## src/rtl/gbe_pkg.sv

```systemverilog
package gbe_pkg;

   localparam int DIV_W    = 4;
   localparam int COLOR_W  = 16;
   localparam int PADDR_W  = 16;
   localparam int CSR_IDX_W = 2;

   localparam logic [6:0] HIGHLIGHT_CODE = 7'd94;
   localparam logic [1:0] LAST_BCOL      = 2'd2;   // three bytes per glyph row

   localparam logic [CSR_IDX_W-1:0] REG_TEXT_COLOR      = 2'd0;
   localparam logic [CSR_IDX_W-1:0] REG_HIGHLIGHT_COLOR = 2'd1;
   localparam logic [CSR_IDX_W-1:0] REG_SCALE_DIVISOR   = 2'd2;

   typedef enum logic [4:0] {
      ST_IDLE  = 5'b00001,
      ST_DIV   = 5'b00010,
      ST_BASE  = 5'b00100,
      ST_SCAN  = 5'b01000,
      ST_FLUSH = 5'b10000
   } state_type;

   typedef struct packed {
      logic load;
      logic step;
   } div_ctl_type;

endpackage

```

## src/rtl/gbe_channels.sv

```systemverilog
interface gbe_req_if;
   import gbe_pkg::*;
   logic       valid;
   logic       ready;
   logic [7:0] font_byte;
   logic [6:0] glyph_code;
   logic [7:0] origin_x;
   logic [7:0] origin_y;
   logic       glyph_start;

   modport source (output valid, font_byte, glyph_code, origin_x, origin_y, glyph_start,
                   input ready);
   modport sink   (input valid, font_byte, glyph_code, origin_x, origin_y, glyph_start,
                   output ready);
endinterface

interface gbe_rsp_if;
   import gbe_pkg::*;
   logic               valid;
   logic               ready;
   logic [PADDR_W-1:0] pixel_address;
   logic [COLOR_W-1:0] pixel_color;
   logic               last_write;

   modport source (output valid, pixel_address, pixel_color, last_write, input ready);
   modport sink   (input valid, pixel_address, pixel_color, last_write, output ready);
endinterface

```

## src/rtl/gbe_serial_div.sv

```systemverilog
// Restoring divider, one quotient bit per step, MSB first.
module gbe_serial_div #(
   parameter int W = 9
) (
   input  logic                       clock,
   input  gbe_pkg::div_ctl_type       ctl,
   input  logic [W-1:0]               num_in,
   input  logic [gbe_pkg::DIV_W-1:0]  den,
   output logic [W-1:0]               quot,
   output logic [gbe_pkg::DIV_W-1:0]  rem
);
   import gbe_pkg::*;

   logic [W-1:0]     num_ff, num_in_nx;
   logic [DIV_W-1:0] rem_ff, rem_in;
   logic [DIV_W:0]   trial;
   logic             qbit;

   always_comb begin
      trial     = {rem_ff, num_ff[W-1]};
      qbit      = (trial >= {1'b0, den});
      num_in_nx = num_ff;
      rem_in    = rem_ff;
      if (ctl.load) begin
         num_in_nx = num_in;
         rem_in    = '0;
      end else if (ctl.step) begin
         num_in_nx = {num_ff[W-2:0], qbit};
         rem_in    = qbit ? DIV_W'(trial - {1'b0, den}) : DIV_W'(trial);
      end
   end

   always_ff @(posedge clock) begin
      num_ff <= num_in_nx;
      rem_ff <= rem_in;
   end

   assign quot = num_ff;
   assign rem  = rem_ff;

endmodule

```

## src/rtl/glyph_byte_expander.sv

```systemverilog
// Glyph byte expander: one font byte in, up to eight pixel writes out.
// A new byte is taken only in idle, once the bit-serial row/column divider (SUM_W
// steps) and the scan, one bit per cycle while the output does not stall, are done.
// The last write of a byte is held back and registered from ST_FLUSH; a stall
// on the response side delays it.
// Reset (synchronous, active high) clears FSM, byte position, CSRs and valid flags.
module glyph_byte_expander #(
   parameter int LINE_PIXELS  = 240,
   parameter int GLYPH_ROWS   = 32,
   parameter int FRAME_PIXELS = 57600
) (
   input  logic                          clock,
   input  logic                          reset,
   gbe_req_if.sink                       req_bus,
   gbe_rsp_if.source                     rsp_bus,
   input  logic                          csr_we,
   input  logic [gbe_pkg::CSR_IDX_W-1:0] csr_index,
   input  logic [gbe_pkg::COLOR_W-1:0]   csr_data
);
   import gbe_pkg::*;

   // row counter, row sum (origin_y + row), divider step counter
   localparam int ROW_W    = $clog2(GLYPH_ROWS);
   localparam int SUM_W    = $clog2(255 + GLYPH_ROWS);
   localparam int CNT_W    = $clog2(SUM_W);
   // widest address before the frame check: max row sum * line + origin_x + column
   localparam int MAX_ADDR = (254 + GLYPH_ROWS) * LINE_PIXELS + 255 + 23;
   localparam int SPAN_W   = $clog2(MAX_ADDR + 1);
   // at least one bit above the pixel index, so FRAME_PIXELS itself fits
   localparam int ADDR_W   = (SPAN_W > PADDR_W) ? SPAN_W : PADDR_W + 1;

   // ---------------- configuration registers ----------------
   logic [COLOR_W-1:0] text_color_ff, text_color_in;
   logic [COLOR_W-1:0] hl_color_ff, hl_color_in;
   logic [DIV_W-1:0]   scale_ff, scale_in;
   logic [DIV_W-1:0]   den;

   always_comb begin
      text_color_in = text_color_ff;
      hl_color_in   = hl_color_ff;
      scale_in      = scale_ff;
      if (csr_we) begin
         case (csr_index)
            REG_TEXT_COLOR:      text_color_in = csr_data;
            REG_HIGHLIGHT_COLOR: hl_color_in   = csr_data;
            REG_SCALE_DIVISOR:   scale_in      = csr_data[DIV_W-1:0];
            default:             ;
         endcase
      end
   end

   // a zero divisor behaves as one
   assign den = (scale_ff == '0) ? DIV_W'(1) : scale_ff;

   // ---------------- control and work registers ----------------
   state_type          state_ff, state_in;
   logic [ROW_W-1:0]   row_ff, row_in;        // glyph row of the next byte
   logic [1:0]         bcol_ff, bcol_in;      // byte column of the next byte
   logic [CNT_W-1:0]   cnt_ff, cnt_in;        // divider steps left
   logic [2:0]         scan_ff, scan_in;      // bit index during scan
   logic [7:0]         bits_ff, bits_in;      // font byte, shifted right per bit
   logic [7:0]         ox_ff, ox_in;
   logic [COLOR_W-1:0] color_ff, color_in;
   logic [ADDR_W-1:0]  base_ff, base_in;      // scaled row * line + origin_x
   logic [4:0]         cq_ff, cq_in;          // column quotient
   logic [DIV_W-1:0]   cr_ff, cr_in;          // column remainder

   // one write held back until we know whether it is the last one
   logic               pend_valid_ff, pend_valid_in;
   logic [ADDR_W-1:0]  pend_addr_ff, pend_addr_in;

   // output register
   logic               out_valid_ff, out_valid_in;
   logic [PADDR_W-1:0] out_addr_ff, out_addr_in;
   logic [COLOR_W-1:0] out_color_ff, out_color_in;
   logic               out_last_ff, out_last_in;

   logic               req_take, out_free, keep;
   logic [ADDR_W-1:0]  cur_addr;
   logic [ROW_W-1:0]   row_eff;
   logic [1:0]         bcol_eff;
   div_ctl_type        div_ctl;
   logic [SUM_W-1:0]   row_num, col_num, row_quot, col_quot;
   logic [DIV_W-1:0]   row_rem, col_rem;

   assign req_bus.ready = (state_ff == ST_IDLE);
   assign req_take      = req_bus.valid && req_bus.ready;
   assign out_free      = !out_valid_ff || rsp_bus.ready;

   // start mark restarts the glyph at byte 0
   assign row_eff  = req_bus.glyph_start ? '0 : row_ff;
   assign bcol_eff = req_bus.glyph_start ? '0 : bcol_ff;
   assign row_num  = SUM_W'(req_bus.origin_y) + SUM_W'(row_eff);
   assign col_num  = SUM_W'({bcol_eff, 3'b111});   // rightmost column of the byte, bit 0 first

   assign div_ctl.load = req_take;
   assign div_ctl.step = (state_ff == ST_DIV);

   gbe_serial_div #(.W(SUM_W)) u_row_div (
      .clock  (clock),
      .ctl    (div_ctl),
      .num_in (row_num),
      .den    (den),
      .quot   (row_quot),
      .rem    (row_rem)
   );

   gbe_serial_div #(.W(SUM_W)) u_col_div (
      .clock  (clock),
      .ctl    (div_ctl),
      .num_in (col_num),
      .den    (den),
      .quot   (col_quot),
      .rem    (col_rem)
   );

   assign cur_addr = base_ff + ADDR_W'(cq_ff);
   assign keep     = bits_ff[0] && (cur_addr < ADDR_W'(FRAME_PIXELS));

   always_comb begin
      state_in      = state_ff;
      row_in        = row_ff;
      bcol_in       = bcol_ff;
      cnt_in        = cnt_ff;
      scan_in       = scan_ff;
      bits_in       = bits_ff;
      ox_in         = ox_ff;
      color_in      = color_ff;
      base_in       = base_ff;
      cq_in         = cq_ff;
      cr_in         = cr_ff;
      pend_valid_in = pend_valid_ff;
      pend_addr_in  = pend_addr_ff;
      out_valid_in  = out_valid_ff && !rsp_bus.ready;
      out_addr_in   = out_addr_ff;
      out_color_in  = out_color_ff;
      out_last_in   = out_last_ff;

      case (state_ff)
         ST_IDLE: begin
            if (req_take) begin
               bits_in  = req_bus.font_byte;
               ox_in    = req_bus.origin_x;
               color_in = (req_bus.glyph_code == HIGHLIGHT_CODE) ? hl_color_ff
                                                                 : text_color_ff;
               cnt_in   = CNT_W'(SUM_W - 1);
               // advance byte position, wrapping after the last glyph byte
               if (bcol_eff == LAST_BCOL) begin
                  bcol_in = '0;
                  row_in  = (row_eff == ROW_W'(GLYPH_ROWS - 1)) ? '0 : row_eff + 1'b1;
               end else begin
                  bcol_in = bcol_eff + 1'b1;
                  row_in  = row_eff;
               end
               state_in = ST_DIV;
            end
         end
         ST_DIV: begin
            cnt_in = cnt_ff - 1'b1;
            if (cnt_ff == '0) begin
               state_in = ST_BASE;
            end
         end
         ST_BASE: begin
            base_in  = ADDR_W'(row_quot) * ADDR_W'(LINE_PIXELS) + ADDR_W'(ox_ff);
            cq_in    = col_quot[4:0];
            cr_in    = col_rem;
            scan_in  = '0;
            state_in = ST_SCAN;
         end
         ST_SCAN: begin
            // stall only when a held write must leave and the output is busy
            if (!(keep && pend_valid_ff && !out_free)) begin
               if (keep) begin
                  if (pend_valid_ff) begin
                     out_valid_in = 1'b1;
                     out_addr_in  = pend_addr_ff[PADDR_W-1:0];
                     out_color_in = color_ff;
                     out_last_in  = 1'b0;
                  end
                  pend_valid_in = 1'b1;
                  pend_addr_in  = cur_addr;
               end
               bits_in = {1'b0, bits_ff[7:1]};
               // step one column to the left
               if (cr_ff == '0) begin
                  cq_in = cq_ff - 1'b1;
                  cr_in = den - 1'b1;
               end else begin
                  cr_in = cr_ff - 1'b1;
               end
               scan_in = scan_ff + 1'b1;
               if (scan_ff == 3'd7) begin
                  state_in = ST_FLUSH;
               end
            end
         end
         ST_FLUSH: begin
            if (!pend_valid_ff) begin
               state_in = ST_IDLE;
            end else if (out_free) begin
               out_valid_in  = 1'b1;
               out_addr_in   = pend_addr_ff[PADDR_W-1:0];
               out_color_in  = color_ff;
               out_last_in   = 1'b1;
               pend_valid_in = 1'b0;
               state_in      = ST_IDLE;
            end
         end
         default: begin
            state_in = ST_IDLE;
         end
      endcase
   end

   always_ff @(posedge clock) begin
      if (reset) begin
         text_color_ff <= COLOR_W'(65535);
         hl_color_ff   <= COLOR_W'(3457);
         scale_ff      <= DIV_W'(1);
         state_ff      <= ST_IDLE;
         row_ff        <= '0;
         bcol_ff       <= '0;
         pend_valid_ff <= 1'b0;
         out_valid_ff  <= 1'b0;
      end else begin
         text_color_ff <= text_color_in;
         hl_color_ff   <= hl_color_in;
         scale_ff      <= scale_in;
         state_ff      <= state_in;
         row_ff        <= row_in;
         bcol_ff       <= bcol_in;
         pend_valid_ff <= pend_valid_in;
         out_valid_ff  <= out_valid_in;
      end
   end

   // payload, no reset
   always_ff @(posedge clock) begin
      cnt_ff       <= cnt_in;
      scan_ff      <= scan_in;
      bits_ff      <= bits_in;
      ox_ff        <= ox_in;
      color_ff     <= color_in;
      base_ff      <= base_in;
      cq_ff        <= cq_in;
      cr_ff        <= cr_in;
      pend_addr_ff <= pend_addr_in;
      out_addr_ff  <= out_addr_in;
      out_color_ff <= out_color_in;
      out_last_ff  <= out_last_in;
   end

   // color travels with the write: the next byte may be taken while the
   // last write of this one still waits in the output register
   assign rsp_bus.valid         = out_valid_ff;
   assign rsp_bus.pixel_address = out_addr_ff;
   assign rsp_bus.pixel_color   = out_color_ff;
   assign rsp_bus.last_write    = out_last_ff;

   // unused divider remainder of the row path is intentional
   logic row_rem_unused;
   assign row_rem_unused = ^row_rem;

endmodule

```

## src/flat_wrapper.sv

```systemverilog
// flat-port wrapper written by rule: the top's interface ports become plain ports
module glyph_byte_expander_flat import gbe_pkg::*;
#(
   parameter int LINE_PIXELS  = 240,
   parameter int GLYPH_ROWS   = 32,
   parameter int FRAME_PIXELS = 57600
)
  (clock, reset, csr_we, csr_index, csr_data, req_bus_valid, req_bus_font_byte, req_bus_glyph_code, req_bus_origin_x, req_bus_origin_y, req_bus_glyph_start, req_bus_ready, rsp_bus_valid, rsp_bus_pixel_address, rsp_bus_pixel_color, rsp_bus_last_write, rsp_bus_ready);
  gbe_req_if req_bus_i ();
  gbe_rsp_if rsp_bus_i ();
  input  logic clock;
  input  logic reset;
  input  logic csr_we;
  input  logic [gbe_pkg::CSR_IDX_W-1:0] csr_index;
  input  logic [gbe_pkg::COLOR_W-1:0] csr_data;
  input wire logic [$bits(req_bus_i.valid)-1:0] req_bus_valid;
  input wire logic [$bits(req_bus_i.font_byte)-1:0] req_bus_font_byte;
  input wire logic [$bits(req_bus_i.glyph_code)-1:0] req_bus_glyph_code;
  input wire logic [$bits(req_bus_i.origin_x)-1:0] req_bus_origin_x;
  input wire logic [$bits(req_bus_i.origin_y)-1:0] req_bus_origin_y;
  input wire logic [$bits(req_bus_i.glyph_start)-1:0] req_bus_glyph_start;
  output wire logic [$bits(req_bus_i.ready)-1:0] req_bus_ready;
  output wire logic [$bits(rsp_bus_i.valid)-1:0] rsp_bus_valid;
  output wire logic [$bits(rsp_bus_i.pixel_address)-1:0] rsp_bus_pixel_address;
  output wire logic [$bits(rsp_bus_i.pixel_color)-1:0] rsp_bus_pixel_color;
  output wire logic [$bits(rsp_bus_i.last_write)-1:0] rsp_bus_last_write;
  input wire logic [$bits(rsp_bus_i.ready)-1:0] rsp_bus_ready;
  assign req_bus_i.valid = req_bus_valid;
  assign req_bus_i.font_byte = req_bus_font_byte;
  assign req_bus_i.glyph_code = req_bus_glyph_code;
  assign req_bus_i.origin_x = req_bus_origin_x;
  assign req_bus_i.origin_y = req_bus_origin_y;
  assign req_bus_i.glyph_start = req_bus_glyph_start;
  assign req_bus_ready = req_bus_i.ready;
  assign rsp_bus_valid = rsp_bus_i.valid;
  assign rsp_bus_pixel_address = rsp_bus_i.pixel_address;
  assign rsp_bus_pixel_color = rsp_bus_i.pixel_color;
  assign rsp_bus_last_write = rsp_bus_i.last_write;
  assign rsp_bus_i.ready = rsp_bus_ready;
  glyph_byte_expander #(.LINE_PIXELS(LINE_PIXELS), .GLYPH_ROWS(GLYPH_ROWS), .FRAME_PIXELS(FRAME_PIXELS)) u_core (.clock(clock), .reset(reset), .req_bus(req_bus_i), .rsp_bus(rsp_bus_i), .csr_we(csr_we), .csr_index(csr_index), .csr_data(csr_data));
endmodule
```

## config.mk

```make
export PLATFORM = sky130hd
export DESIGN_NAME = glyph_byte_expander_flat
export DESIGN_NICKNAME = d
export VERILOG_FILES = /design/src/rtl/gbe_pkg.sv /design/src/rtl/gbe_channels.sv /design/src/rtl/gbe_serial_div.sv /design/src/rtl/glyph_byte_expander.sv /design/src/flat_wrapper.sv
export SDC_FILE = /design/constraint.sdc
export NUM_CORES = 1
export LEC_CHECK = 0
export BUFFER_PORTS_ARGS = -buffer_cell sky130_fd_sc_hd__buf_2
export CORE_ASPECT_RATIO = 0.6
export CORE_MARGIN = 4
export CORE_UTILIZATION = 45
export DETAILED_ROUTE_END_ITERATION = 16
export PLACE_DENSITY_LB_ADDON = 0.15
export SYNTH_ARGS = -nofsm -noshare
export SYNTH_HDL_FRONTEND = slang
export SYNTH_SLANG_ARGS = --single-unit
```

## constraint.sdc

```tcl
create_clock -name clock -period 9.85 [get_ports clock]
set_clock_uncertainty 0.1 [all_clocks]
set_input_delay 1.97 -clock clock [delete_from_list [all_inputs] [get_ports clock]]
set_output_delay 1.97 -clock clock [all_outputs]
set_load 0.05 [all_outputs]
```

==> results.md <==
* IO Pins at 90
* CTS Buf Count at 17
* CTS Root Cell: clkbuf_16
* Yosys reg bits at 190
* Rel. slew slack at 0.196
* Gr ovfl total at 0
* Core Box Area at 0.0202 sq mm
* Hold Path Stages at 0
* Int Power at 0.00229 W
* Top cells by area, synth: edfxtp_1 40%, dfxtp_1 14%, ha_1 6.0%
* Mean Syn Cell Area at 11.4 sq um
* Count of final max-slew check failures at 0
* Critical path's largest stage delay at 1.01 ns
* CTS resizes at 0
* Cell taking the most area after synthesis: edfxtp_1
* Crit path time final at 4.09 ns
* Ys Warns at 0
* # rows at 40
* DR WL/cell at 15.3 microns
* EDFF count, synth at 125
* Syn nets at 943
* Final net count at 1029
* Overall power after layout at 0.00382 W
* Post-DP HPWL at 13.1 mm
* Share of flip-flops with an asynchronous set or reset at 0
* Maximum clock path buffer count at 2
* Synth Flop Type: edfxtp_1
* Postcts setup bufs at 0
* Type of origin of the critical path: flip-flop
* Fraction of layout cells with a size suffix above 1 at 0.181
* Most frequent cells in the layout: 125 x edfxtp_1, 115 x nand2_1, 89 x buf_2
* Via-to-Cell Ratio at 5.05
* Drt first pass iters at 5
* Switching power at 0.00152 W
* Initial core utilization at 0.463
* Detail Route Antenna Nets at 0
* Critical Path Fanout Max at 16
* Fin crit share at 0.415
* Initial DRC Count at 410
* PortBufs at 89
* Post-synth cell types at 67
* CTS Hold Bufs at 0
* Reg-to-reg endpoint: u_core.pend_addr_ff[12]
* Final Hold Viols at 0
* Flop pwr share at 0.300
* Pin count of the biggest net entering global routing at 37
* Drt total wl at 18.2 mm
* Max Fclk at 0.245 GHz
* Arrival @ worst endpoint at 4.03 ns
* Clk pwr share at 0.173
* Die Wd at 194 microns
* Fillers at 1784
* Commonest non-fill, non-tap cell in the layout: edfxtp_1
* Via count at 6038
* Reg2Reg Setup Slack at 5.76 ns
* Leak at 4.14 nW
* Total of max-cap violations at 0
* Worst Setup Path Type: flip-flop to flip-flop
* Mapped cell area at 0.00936 sq mm
* Die Ht at 120 microns
* Global-route wire length before repair at 29.3 mm
* CP Data Required Time at 9.79 ns
* Hold path startpoint: u_core.pend_addr_ff[9]
* Status: finished, final reports clean
* Unrepaired setup endpoints after global routing: no
* CP Capture Type: flip-flop
* Final setup vio count at 0
* Worst slew pin tran at 1.20 ns
* CTS H-tree lvls at 4
* Setup TNS at 0 ns
* Initial antenna violation count at 0
* CTS Sinks at 190
* Syn Inst Count at 823
* Crit-path cells: ha_1 -> fa_1 -> a211o_2 -> a2111oi_4 -> a211o_1 -> o221ai_2 -> o22ai_2 -> nand4_1 -> nor2_1
* R2R Path Start: u_core.cq_ff[0]
* Gate power share at 0.527
* CTS tree: done
* Pwr/cell area at 359 mW/mm^2
* Sw frac at 0.400
* Worst Hold End: u_core.rsp_bus.pixel_address[9]
* Die area at 0.0232 sq mm
* Top Family by Delay on Critical Path: simple AND/OR/NAND/NOR gates
* CP max stage cell: nor2_1
* Clock latency on the worst-skew pair at 0.43 ns
* Vias in the first global route at 5494
* Reg2Reg Depth at 9
* Antenna Cells at 0
* CP Buf/Inv Count at 0
* DRC Markers at 0
* Maximum vdd drop at 0.317 mV
* Post-synth top area share at 0.401
* Type of the most critical hold path: flip-flop to flip-flop
* Register area share after synthesis at 0.540
* CTS clk-pin slew, worst paths at 0.07 ns
* Final GP Congestion at 0.832
* Area grow syn2layout at 13.7%
* Gr usage total at 0.158
-- registers in the layout (all words and copies together), names as in the netlist, 9 cells and up --
signal                        count
u_core.pend_addr_ff              16
u_core.u_col_div.quot             9
u_core.color_ff                  16
u_core.text_color_ff             16
u_core.hl_color_ff               16
u_core.rsp_bus.pixel_address     16
u_core.rsp_bus.pixel_color       16
u_core.u_row_div.quot             9
u_core.base_ff                   17
-- metal layers --
layer / vias to the layer above / GRT usage / part of all wire
met4: 0 / 0.0430 / 0.012
li1: 3104 / - / -
met3: 14 / 0.0429 / 0.049
met2: 132 / 0.199 / 0.38
met1: 2788 / 0.260 / 0.56
met5: - / 0 / 0
-- Yosys cell counts (all sizes together) (22+ instances only) --
master / instances
edfxtp: 125
nor2: 48
xnor2: 22
o21ai: 41
nand2: 115
inv: 46
a21oi: 42
nand3: 29
dfxtp: 65
mux2i: 22
ha: 45
xor2: 25
-- logic make-up (layout without fill, tap and decap cells) --
family,after synthesis,after routing,share of synthesized area
AO/OA/AOI/OAI,132,132,0.0909
XOR/XNOR,47,47,0.0440
adder cells (fa/ha/maj),65,65,0.103
buffers and inverters,74,173,0.0318
flip-flops,190,190,0.540
multiplexers,40,40,0.0460
AND/OR/NAND/NOR,275,275,0.144
-- final cells by class --
class	count	area [sq um]	share of cell area
flip-flops and latches	190	5050	0.475
clock inverters	14	133	0.0125
clock buffers	18	429	0.0403
well taps	273	342	0.0321
multi-input cells	559	4020	0.378
inverters	47	176	0.0166
repair buffers	94	483	0.0454
-- power groups by stage --
| stage | sequential, W | combinational [W] | clock (W) |
|---|---|---|---|
| after floorplan | 0.00114 | 0.00165 | 0 |
| after global placement | 0.00116 | 0.00200 | 0 |
| after detailed placement | 0.00116 | 0.00203 | 0 |
| after CTS | 0.00115 | 0.00204 | 0.000676 |
| after global routing | 0.00116 | 0.00228 | 0.000712 |
| final | 0.00115 | 0.00201 | 0.000660 |
-- stage by stage --
step | setup slack [ns] | instance area (sq um) | util | instances | hold slack [ns]
2_1_floorplan | 5.30 | 9360 | - | 823 | 0.300
3_3_place_gp | 5.73 | 10100 | 0.498 | 1163 | 0.302
3_5_place_dp | 5.66 | 10100 | 0.498 | 1163 | 0.305
4_1_cts | 5.71 | 10600 | 0.526 | 1195 | 0.321
5_1_grt | 5.50 | 10600 | 0.526 | 1195 | 0.332
6_report | 5.76 | 10600 | 0.526 | 1195 | 0.320
-- worst max path at each step --
stage	start	endpoint	depth (start not counted)
final	u_core.cq_ff[0]	u_core.pend_addr_ff[12]	9
after global routing	u_core.cq_ff[0]	u_core.pend_addr_ff[6]	9
after CTS	u_core.cq_ff[0]	u_core.pend_addr_ff[6]	9
after detailed placement	req_bus_glyph_start	u_core.u_row_div.quot[6]	11
after global placement	req_bus_glyph_start	u_core.u_row_div.quot[7]	11
after floorplan	u_core.cq_ff[0]	u_core.rsp_bus.last_write	9
(Power assumes the default switching activity.)
